`src/rtl/lttc_pkg.sv`:
```
`timescale 1ns / 1ps
// Shared types and constants for the LFU/TTL cache table.
// Used by lttc_entry_ram and lfu_ttl_cache_table; no dependencies.
package lttc_pkg;

   localparam int TABLE_DEPTH_DEF = 16;

   localparam logic [4:0]  MAX_ITEMS_RST = 5'd16;
   localparam logic [31:0] TTL_TICKS_RST = 32'd3600;

   // configuration register indexes
   localparam logic [7:0] CSR_MAX_ITEMS = 8'd0;
   localparam logic [7:0] CSR_TTL_TICKS = 8'd1;

   typedef enum logic [1:0] {
      MODE_GET    = 2'd0,
      MODE_PUT    = 2'd1,
      MODE_REMOVE = 2'd2,
      MODE_CLEAR  = 2'd3
   } mode_type;

   typedef struct packed {
      logic [63:0] key;
      logic [31:0] value;
      logic [31:0] created;
      logic [31:0] last_use;
      logic [31:0] uses;
   } entry_type;

   function automatic logic [31:0] sat_inc32(input logic [31:0] v);
      return (v == 32'hFFFF_FFFF) ? v : v + 32'd1;
   endfunction

endpackage

```
`src/rtl/lfu_ttl_cache_table.sv`:
```
`timescale 1ns / 1ps
// Top level of the LFU cache table with TTL expiry: sequencer, scan compare unit,
// valid bits, counters and result register. Depends on lttc_pkg and lttc_entry_ram.
//
//  channel | direction | handshake              | payload
//  req     | in        | req_tvalid/req_tready  | tuser: mode; tdata: key_tag, put_value, now
//  rsp     | out       | rsp_tvalid/rsp_tready  | tuser: hit; tdata: get_value, hit_total,
//          |           |                        |        miss_total, entries_used
//  csr     | in        | csr_valid/csr_ready    | csr_index, csr_data
//
// Get, put and remove scan every slot of the table; clear skips the scan.
// The cost is set by the single read port of the entry RAM, which is walked one
// slot per clock through one key compare and one use/age compare.
// Reset clears the valid bits and counters and restores the configuration defaults;
// entry RAM is not cleared. The result register holds while rsp_tready is low; the next request is taken
// meanwhile, and the sequencer waits before loading a new result.
module lfu_ttl_cache_table #(
   parameter int TABLE_DEPTH = lttc_pkg::TABLE_DEPTH_DEF
) (
   input  logic         clock,
   input  logic         reset,
   input  logic         req_tvalid,
   output logic         req_tready,
   input  logic [127:0] req_tdata,   // [63:0] key_tag, [95:64] put_value, [127:96] now
   input  logic [1:0]   req_tuser,   // [1:0] mode
   output logic         rsp_tvalid,
   input  logic         rsp_tready,
   output logic [103:0] rsp_tdata,   // [31:0] get_value, [63:32] hit_total,
                                     // [95:64] miss_total, [100:96] entries_used, rest 0
   output logic         rsp_tuser,   // [0] hit
   input  logic         csr_valid,
   output logic         csr_ready,
   input  logic [7:0]   csr_index,
   input  logic [31:0]  csr_data
);
   import lttc_pkg::*;

   localparam int IW = $clog2(TABLE_DEPTH);
   localparam int CW = $clog2(TABLE_DEPTH + 1);
   localparam int MW = (CW > 5) ? CW : 5;
   localparam logic [IW-1:0] LAST_IDX = IW'(TABLE_DEPTH - 1);

   typedef enum logic [3:0] {
      ST_IDLE   = 4'b0001,
      ST_SCAN   = 4'b0010,
      ST_DECIDE = 4'b0100,
      ST_OUT    = 4'b1000
   } state_type;

   // control state
   state_type              state_ff, state_in;
   logic [4:0]             max_items_ff;
   logic [31:0]            ttl_ff;
   logic [TABLE_DEPTH-1:0] valid_ff, valid_in;
   logic [CW-1:0]          count_ff, count_in;
   logic [31:0]            hit_cnt_ff, hit_cnt_in;
   logic [31:0]            miss_cnt_ff, miss_cnt_in;
   logic                   issue_ff, issue_in;
   logic                   d_vld_ff, d_vld_in;
   logic                   rsp_tvalid_ff, rsp_tvalid_in;

   // payload state
   mode_type    op_mode_ff, op_mode_in;
   logic [63:0] op_key_ff, op_key_in;
   logic [31:0] op_val_ff, op_val_in;
   logic [31:0] op_now_ff, op_now_in;
   logic [IW-1:0] idx_ff, idx_in;
   logic [IW-1:0] d_idx_ff, d_idx_in;
   logic          found_ff, found_in;
   logic [IW-1:0] match_ff, match_in;
   entry_type     ment_ff, ment_in;
   logic          free_found_ff, free_found_in;
   logic [IW-1:0] free_ff, free_in;
   logic          vic_found_ff, vic_found_in;
   logic [IW-1:0] vic_ff, vic_in;
   logic [31:0]   vic_uses_ff, vic_uses_in;
   logic [31:0]   vic_last_ff, vic_last_in;
   logic          res_hit_ff, res_hit_in;
   logic [31:0]   res_gval_ff, res_gval_in;
   logic          rsp_hit_ff, rsp_hit_in;
   logic [31:0]   rsp_gval_ff, rsp_gval_in;
   logic [31:0]   rsp_hits_ff, rsp_hits_in;
   logic [31:0]   rsp_miss_ff, rsp_miss_in;
   logic [4:0]    rsp_used_ff, rsp_used_in;

   // RAM interface
   entry_type     rd_data;
   logic          wr_en;
   logic [IW-1:0] wr_addr;
   entry_type     wr_data;

   // decide-step helpers
   logic [31:0]   age;
   logic          evict;
   logic          do_ev;
   logic          keep;
   logic [IW-1:0] tgt;
   logic          rsp_load;

   lttc_entry_ram #(
      .DEPTH (TABLE_DEPTH)
   ) u_ram (
      .clock   (clock),
      .rd_en   (issue_ff),
      .rd_addr (idx_ff),
      .rd_data (rd_data),
      .wr_en   (wr_en),
      .wr_addr (wr_addr),
      .wr_data (wr_data)
   );

   assign req_tready = (state_ff == ST_IDLE);
   assign csr_ready  = 1'b1;
   assign rsp_tvalid = rsp_tvalid_ff;
   assign rsp_tuser  = rsp_hit_ff;
   assign rsp_tdata  = {3'b000, rsp_used_ff, rsp_miss_ff, rsp_hits_ff, rsp_gval_ff};

   assign age      = op_now_ff - ment_ff.created;
   assign evict    = (MW'(count_ff) >= MW'(max_items_ff)) || (count_ff == CW'(TABLE_DEPTH));
   assign do_ev    = evict && vic_found_ff;
   assign keep     = found_ff && !(do_ev && (vic_ff == match_ff));
   assign rsp_load = (state_ff == ST_OUT) && (!rsp_tvalid_ff || rsp_tready);

   always_comb begin
      if (keep) begin
         tgt = match_ff;
      end else if (do_ev && (!free_found_ff || (vic_ff < free_ff))) begin
         tgt = vic_ff;
      end else begin
         tgt = free_ff;
      end
   end

   always_comb begin
      state_in      = state_ff;
      valid_in      = valid_ff;
      count_in      = count_ff;
      hit_cnt_in    = hit_cnt_ff;
      miss_cnt_in   = miss_cnt_ff;
      issue_in      = issue_ff;
      d_vld_in      = issue_ff;
      d_idx_in      = idx_ff;
      op_mode_in    = op_mode_ff;
      op_key_in     = op_key_ff;
      op_val_in     = op_val_ff;
      op_now_in     = op_now_ff;
      idx_in        = idx_ff;
      found_in      = found_ff;
      match_in      = match_ff;
      ment_in       = ment_ff;
      free_found_in = free_found_ff;
      free_in       = free_ff;
      vic_found_in  = vic_found_ff;
      vic_in        = vic_ff;
      vic_uses_in   = vic_uses_ff;
      vic_last_in   = vic_last_ff;
      res_hit_in    = res_hit_ff;
      res_gval_in   = res_gval_ff;
      wr_en         = 1'b0;
      wr_addr       = match_ff;
      wr_data       = ment_ff;

      case (state_ff)
         ST_IDLE: begin
            if (req_tvalid) begin
               op_mode_in    = mode_type'(req_tuser);
               op_key_in     = req_tdata[63:0];
               op_val_in     = req_tdata[95:64];
               op_now_in     = req_tdata[127:96];
               res_hit_in    = 1'b0;
               res_gval_in   = 32'd0;
               found_in      = 1'b0;
               free_found_in = 1'b0;
               vic_found_in  = 1'b0;
               idx_in        = '0;
               if (mode_type'(req_tuser) == MODE_CLEAR) begin
                  valid_in    = '0;
                  count_in    = '0;
                  hit_cnt_in  = 32'd0;
                  miss_cnt_in = 32'd0;
                  state_in    = ST_OUT;
               end else begin
                  issue_in = 1'b1;
                  state_in = ST_SCAN;
               end
            end
         end

         ST_SCAN: begin
            // issue side: one slot read per clock
            if (issue_ff) begin
               idx_in = IW'(idx_ff + 1'b1);
               if (idx_ff == LAST_IDX) begin
                  issue_in = 1'b0;
               end
            end
            // return side: compare the slot read on the previous clock
            if (d_vld_ff) begin
               if (valid_ff[d_idx_ff] && (rd_data.key == op_key_ff) && !found_ff) begin
                  found_in = 1'b1;
                  match_in = d_idx_ff;
                  ment_in  = rd_data;
               end
               if (!valid_ff[d_idx_ff] && !free_found_ff) begin
                  free_found_in = 1'b1;
                  free_in       = d_idx_ff;
               end
               if (valid_ff[d_idx_ff] &&
                   (!vic_found_ff || (rd_data.uses < vic_uses_ff) ||
                    ((rd_data.uses == vic_uses_ff) && (rd_data.last_use < vic_last_ff)))) begin
                  vic_found_in = 1'b1;
                  vic_in       = d_idx_ff;
                  vic_uses_in  = rd_data.uses;
                  vic_last_in  = rd_data.last_use;
               end
               if (d_idx_ff == LAST_IDX) begin
                  state_in = ST_DECIDE;
               end
            end
         end

         ST_DECIDE: begin
            state_in = ST_OUT;
            case (op_mode_ff)
               MODE_GET: begin
                  if (!found_ff) begin
                     miss_cnt_in = sat_inc32(miss_cnt_ff);
                  end else if (age > ttl_ff) begin
                     // expired: drop the entry and count a miss
                     valid_in[match_ff] = 1'b0;
                     count_in           = CW'(count_ff - 1'b1);
                     miss_cnt_in        = sat_inc32(miss_cnt_ff);
                  end else begin
                     wr_en            = 1'b1;
                     wr_addr          = match_ff;
                     wr_data          = ment_ff;
                     wr_data.last_use = op_now_ff;
                     wr_data.uses     = sat_inc32(ment_ff.uses);
                     hit_cnt_in       = sat_inc32(hit_cnt_ff);
                     res_hit_in       = 1'b1;
                     res_gval_in      = ment_ff.value;
                  end
               end
               MODE_PUT: begin
                  if (do_ev) begin
                     valid_in[vic_ff] = 1'b0;
                  end
                  valid_in[tgt]    = 1'b1;
                  count_in         = CW'(count_ff - CW'(do_ev) + CW'(!keep));
                  wr_en            = 1'b1;
                  wr_addr          = tgt;
                  wr_data.key      = op_key_ff;
                  wr_data.value    = op_val_ff;
                  wr_data.created  = op_now_ff;
                  wr_data.last_use = op_now_ff;
                  wr_data.uses     = 32'd0;
               end
               MODE_REMOVE: begin
                  if (found_ff) begin
                     valid_in[match_ff] = 1'b0;
                     count_in           = CW'(count_ff - 1'b1);
                  end
               end
               default: ;
            endcase
         end

         ST_OUT: begin
            if (rsp_load) begin
               state_in = ST_IDLE;
            end
         end

         default: state_in = ST_IDLE;
      endcase
   end

   // result register
   always_comb begin
      rsp_tvalid_in = rsp_tvalid_ff;
      rsp_hit_in    = rsp_hit_ff;
      rsp_gval_in   = rsp_gval_ff;
      rsp_hits_in   = rsp_hits_ff;
      rsp_miss_in   = rsp_miss_ff;
      rsp_used_in   = rsp_used_ff;
      if (rsp_load) begin
         rsp_tvalid_in = 1'b1;
         rsp_hit_in    = res_hit_ff;
         rsp_gval_in   = res_gval_ff;
         rsp_hits_in   = hit_cnt_ff;
         rsp_miss_in   = miss_cnt_ff;
         rsp_used_in   = (MW'(count_ff) > MW'(5'd31)) ? 5'd31 : 5'(count_ff);
      end else if (rsp_tready) begin
         rsp_tvalid_in = 1'b0;
      end
   end

   always_ff @(posedge clock) begin
      if (reset) begin
         state_ff      <= ST_IDLE;
         max_items_ff  <= MAX_ITEMS_RST;
         ttl_ff        <= TTL_TICKS_RST;
         valid_ff      <= '0;
         count_ff      <= '0;
         hit_cnt_ff    <= 32'd0;
         miss_cnt_ff   <= 32'd0;
         issue_ff      <= 1'b0;
         d_vld_ff      <= 1'b0;
         rsp_tvalid_ff <= 1'b0;
      end else begin
         state_ff      <= state_in;
         valid_ff      <= valid_in;
         count_ff      <= count_in;
         hit_cnt_ff    <= hit_cnt_in;
         miss_cnt_ff   <= miss_cnt_in;
         issue_ff      <= issue_in;
         d_vld_ff      <= d_vld_in;
         rsp_tvalid_ff <= rsp_tvalid_in;
         if (csr_valid) begin
            case (csr_index)
               CSR_MAX_ITEMS: max_items_ff <= csr_data[4:0];
               CSR_TTL_TICKS: ttl_ff       <= csr_data;
               default: ;
            endcase
         end
      end
   end

   always_ff @(posedge clock) begin
      op_mode_ff    <= op_mode_in;
      op_key_ff     <= op_key_in;
      op_val_ff     <= op_val_in;
      op_now_ff     <= op_now_in;
      idx_ff        <= idx_in;
      d_idx_ff      <= d_idx_in;
      found_ff      <= found_in;
      match_ff      <= match_in;
      ment_ff       <= ment_in;
      free_found_ff <= free_found_in;
      free_ff       <= free_in;
      vic_found_ff  <= vic_found_in;
      vic_ff        <= vic_in;
      vic_uses_ff   <= vic_uses_in;
      vic_last_ff   <= vic_last_in;
      res_hit_ff    <= res_hit_in;
      res_gval_ff   <= res_gval_in;
      rsp_hit_ff    <= rsp_hit_in;
      rsp_gval_ff   <= rsp_gval_in;
      rsp_hits_ff   <= rsp_hits_in;
      rsp_miss_ff   <= rsp_miss_in;
      rsp_used_ff   <= rsp_used_in;
   end

endmodule

```
`src/rtl/lttc_entry_ram.sv`:
```
`timescale 1ns / 1ps
// Entry storage for the cache table: one write port, one registered read port.
// Depends on lttc_pkg (entry_type).
module lttc_entry_ram #(
   parameter int DEPTH = lttc_pkg::TABLE_DEPTH_DEF
) (
   input  logic                     clock,
   input  logic                     rd_en,
   input  logic [$clog2(DEPTH)-1:0] rd_addr,
   output lttc_pkg::entry_type      rd_data,
   input  logic                     wr_en,
   input  logic [$clog2(DEPTH)-1:0] wr_addr,
   input  lttc_pkg::entry_type      wr_data
);
   import lttc_pkg::*;

   entry_type mem [DEPTH];
   entry_type rd_data_ff;

   always_ff @(posedge clock) begin
      if (wr_en) begin
         mem[wr_addr] <= wr_data;
      end
      if (rd_en) begin
         rd_data_ff <= mem[rd_addr];
      end
   end

   assign rd_data = rd_data_ff;

endmodule
```
`config.mk`:
```
export PLATFORM = sky130hd
export DESIGN_NAME = lfu_ttl_cache_table
export DESIGN_NICKNAME = d
export VERILOG_FILES = /design/src/rtl/lttc_pkg.sv /design/src/rtl/lfu_ttl_cache_table.sv /design/src/rtl/lttc_entry_ram.sv
export SDC_FILE = /design/constraint.sdc
export NUM_CORES = 2
export LEC_CHECK = 0
export BUFFER_PORTS_ARGS = -buffer_cell sky130_fd_sc_hd__buf_2
export CAP_MARGIN = 15
export CORE_MARGIN = 2
export CORE_UTILIZATION = 56
export CTS_CLUSTER_DIAMETER = 120
export DETAILED_ROUTE_END_ITERATION = 12
export GPL_TIMING_DRIVEN = 0
export PLACE_DENSITY_LB_ADDON = 0.08
export REMOVE_ABC_BUFFERS = 1
export SYNTH_ARGS = -nofsm -noshare
export SYNTH_HDL_FRONTEND = slang
export SYNTH_SLANG_ARGS = --single-unit
```
`constraint.sdc`:
```
create_clock -name clock -period 20.9 [get_ports clock]
set_input_delay 2.09 -clock clock [delete_from_list [all_inputs] [get_ports clock]]
set_output_delay 2.09 -clock clock [all_outputs]
set_load 0.01 [all_outputs]
```
==> flow_summary.ini <==
[critical_path]
critical_path_required_ns = 21.54
crit_path_end_kind = flop
critPathMaxFanout = 23
critPathMaxStageDelay_ns = 0.82
cp_common_cell = buf_6
cpMaxStageDelayCell = nor3_2
critical_path_class = reg2reg
arrival_ns = 9.60
cp-start-kind = flop

[finish]
drive_above_1_share_pct = 30.74
area_growth_pct = 19.26
fin_util_pct = 67.09
nets = 8781

[sta]
skew_ns = 0.05277
tightest_slew_ns = 1.117
slew_headroom_pct = 25.01
period_needed_ns = 8.953
fmaxAchievable_ghz = 0.1117
hold_viol = 0
setup_tns_ns = 0
finalCritPeriodShare_pct = 42.84
setup_viol = 0
rsz0062_at_grt = false
report.final.slew_viol_count = 0
setup_slack_ns = 11.95

[clock_tree]
ctsResizeCount = 0
clockRootBuffer = clkbuf_16
cts_tree = done
cts_setup_buffers = 0
cts_num_sinks = 3937
clk_pin_slew_worst_paths_ns = 0.06
cts.path.max_buffers = 4
cts_buffers = 397
clk_latency_ns = 0.94
h-tree-depth = 5
postCtsHoldBufs = 0

[drt]
drc = 0
drtIter0Drc = 9124
routed-via-count = 77460
viasPerCell = 6.274
wirelength_mm = 374.8
firstDrtPassIters = 6
antenna_left = 0
routedWlPerCell_um = 30.36

[global_routing]
antenna_found_initial = 19
grt_pass1_vias = 77780
globalRouteOverflowTotal = 0
grt_max_degree = 74
grt_pass1_wl_mm = 545.6
grt.total_usage_pct = 27.23

[yosys]
synthFlopType = edfxtp_1
avgSynthCellArea_sq_um = 20.90
ys_ff_latch = 3937
ys_top_cells_by_count = edfxtp_1, mux4_2, nand2_1
synth-edff-count = 3804
synth.distinct_cells = 84
yosysMostFrequentCell = edfxtp_1
yosysTopAreaCell = edfxtp_1
yosysWarnings = 0
synthTopCellsByArea = edfxtp_1, mux4_2, dfxtp_1
ys_seq_area_share_pct = 76.82
yosysTopAreaCellShare_pct = 75.07
synthesis.area_sq_mm = 0.1522
synth_async_sr_flop_share_pct = 0
synth_cells = 7280

[die]
ios = 283
die_h_um = 525.3
start_util_pct = 56.25
dieArea_sq_mm = 0.2759
num_rows = 191
die_x_um = 525.3
core_sq_mm = 0.2705

[pwr]
powerDensity_mw_per_mm2 = 99.63
vdd_drop_max_v = 0.00007503
power_leakage_uw = 0.06003
total_power_uw = 18080

[place]
dp_hpwl_mm = 258.1
gp_congestion = 0.8065
portBuffers = 278
dp_slack_ns = 11.69

[outcome]
outcome = completed

[run]
cap_violations = 0

[min_path]
hold_class = reg2reg
==> cell type report <==
class                           count  area (sq um)
Fill cell                       17340         89040
Tap cell                         3570          4467
Inverter                          191         729.5
Multi-Input combinational cell   2832         33500
Clock inverter                    229          1886
Sequential cell                  3937        116900
Antenna cell                        4         10.01
Timing Repair Buffer             1094         13510
Clock buffer                      488         10490
==> per-layer routing <==
| layer | global-route usage, % | wire length [um] | up-vias |
|---|---|---|---|
| met5 | 0 | 105 | - |
| met4 | 6.554 | 9291 | 18 |
| met3 | 3.788 | 28090 | 569 |
| li1 | - | - | 32290 |
| met2 | 42.73 | 179000 | 3375 |
| met1 | 41.14 | 158400 | 41200 |
==> flip-flops by register name, summed over array words and instances, names as in the netlist, 5 cells and up <==
register / flops
u_ram.mem: 3072
ment_ff: 192
u_ram.rd_data: 192
op_key_ff: 64
hit_cnt_ff: 32
miss_cnt_ff: 32
op_now_ff: 32
op_val_ff: 32
res_gval_ff: 32
rsp_gval_ff: 32
rsp_hits_ff: 32
rsp_miss_ff: 32
ttl_ff: 32
vic_last_ff: 32
vic_uses_ff: 32
valid_ff: 16
count_ff: 5
max_items_ff: 5
rsp_used_ff: 5
==> power by group <==
group	internal, uW	switching [uW]
logic	1230	1040
clock network	3890	2940
registers	8830	151
==> path summary, 6_finish.rpt <==
| path | start | endpoint | slack, ns | cells past startpoint |
|---|---|---|---|---|
| setup / recovery | op_now_ff[0] | u_ram.mem[0][125] | 11.95 | 29 |
| hold / removal | u_ram.rd_data[70] | ment_ff[70] | 0.42 | 0 |
| setup reg to reg | op_now_ff[0] | u_ram.mem[0][125] | 11.95 | 29 |
| hold reg to reg | u_ram.rd_data[70] | ment_ff[70] | 0.42 | 0 |
==> critical path: cells and delay by family, from the launching register on <==
kind / cells / cell delay, ns
AO/OA/AOI/OAI: 10 / 3.66
buffers and inverters: 11 / 2.11
AND/OR/NAND/NOR: 4 / 1.37
adder cells (fa/ha/maj): 3 / 0.94
flip-flops: 1 / 0.35
XOR/XNOR: 1 / 0.17
==> layout by cell type (no fill, tap or decap), types with 101 or more instances in the layout <==
cell type / count
buf_6: 452
nor2_1: 144
clkbuf_16: 407
nand2_1: 493
mux4_2: 965
nand3_1: 101
dfxtp_1: 132
ha_1: 151
edfxtp_1: 3804
buf_2: 289
a21oi_1: 148
inv_1: 189
buf_16: 180
==> metrics by stage <==
stage | cell area, sq um | hold WS (ns) | std cells
finish | 181500 | 0.4151 | 12350
global route | 181500 | 0.4235 | 12340
CTS | 181400 | 0.4126 | 12340
detailed placement | 169100 | 0.4045 | 11620
global placement | 156800 | 0.4023 | 10810
floorplan | 150900 | 0.4003 | 6960
==> logic make-up after synthesis <==
family	Yosys count	synth area share, %
compound gates	453	1.841
xor+xnor	147	0.8461
fa+ha+maj	153	1.268
buf+inv	513	1.294
flops	3937	76.82
mux	1010	14.60
other cells	2	0.004935
simple gates	1065	3.325
(Power assumes the default switching activity.)
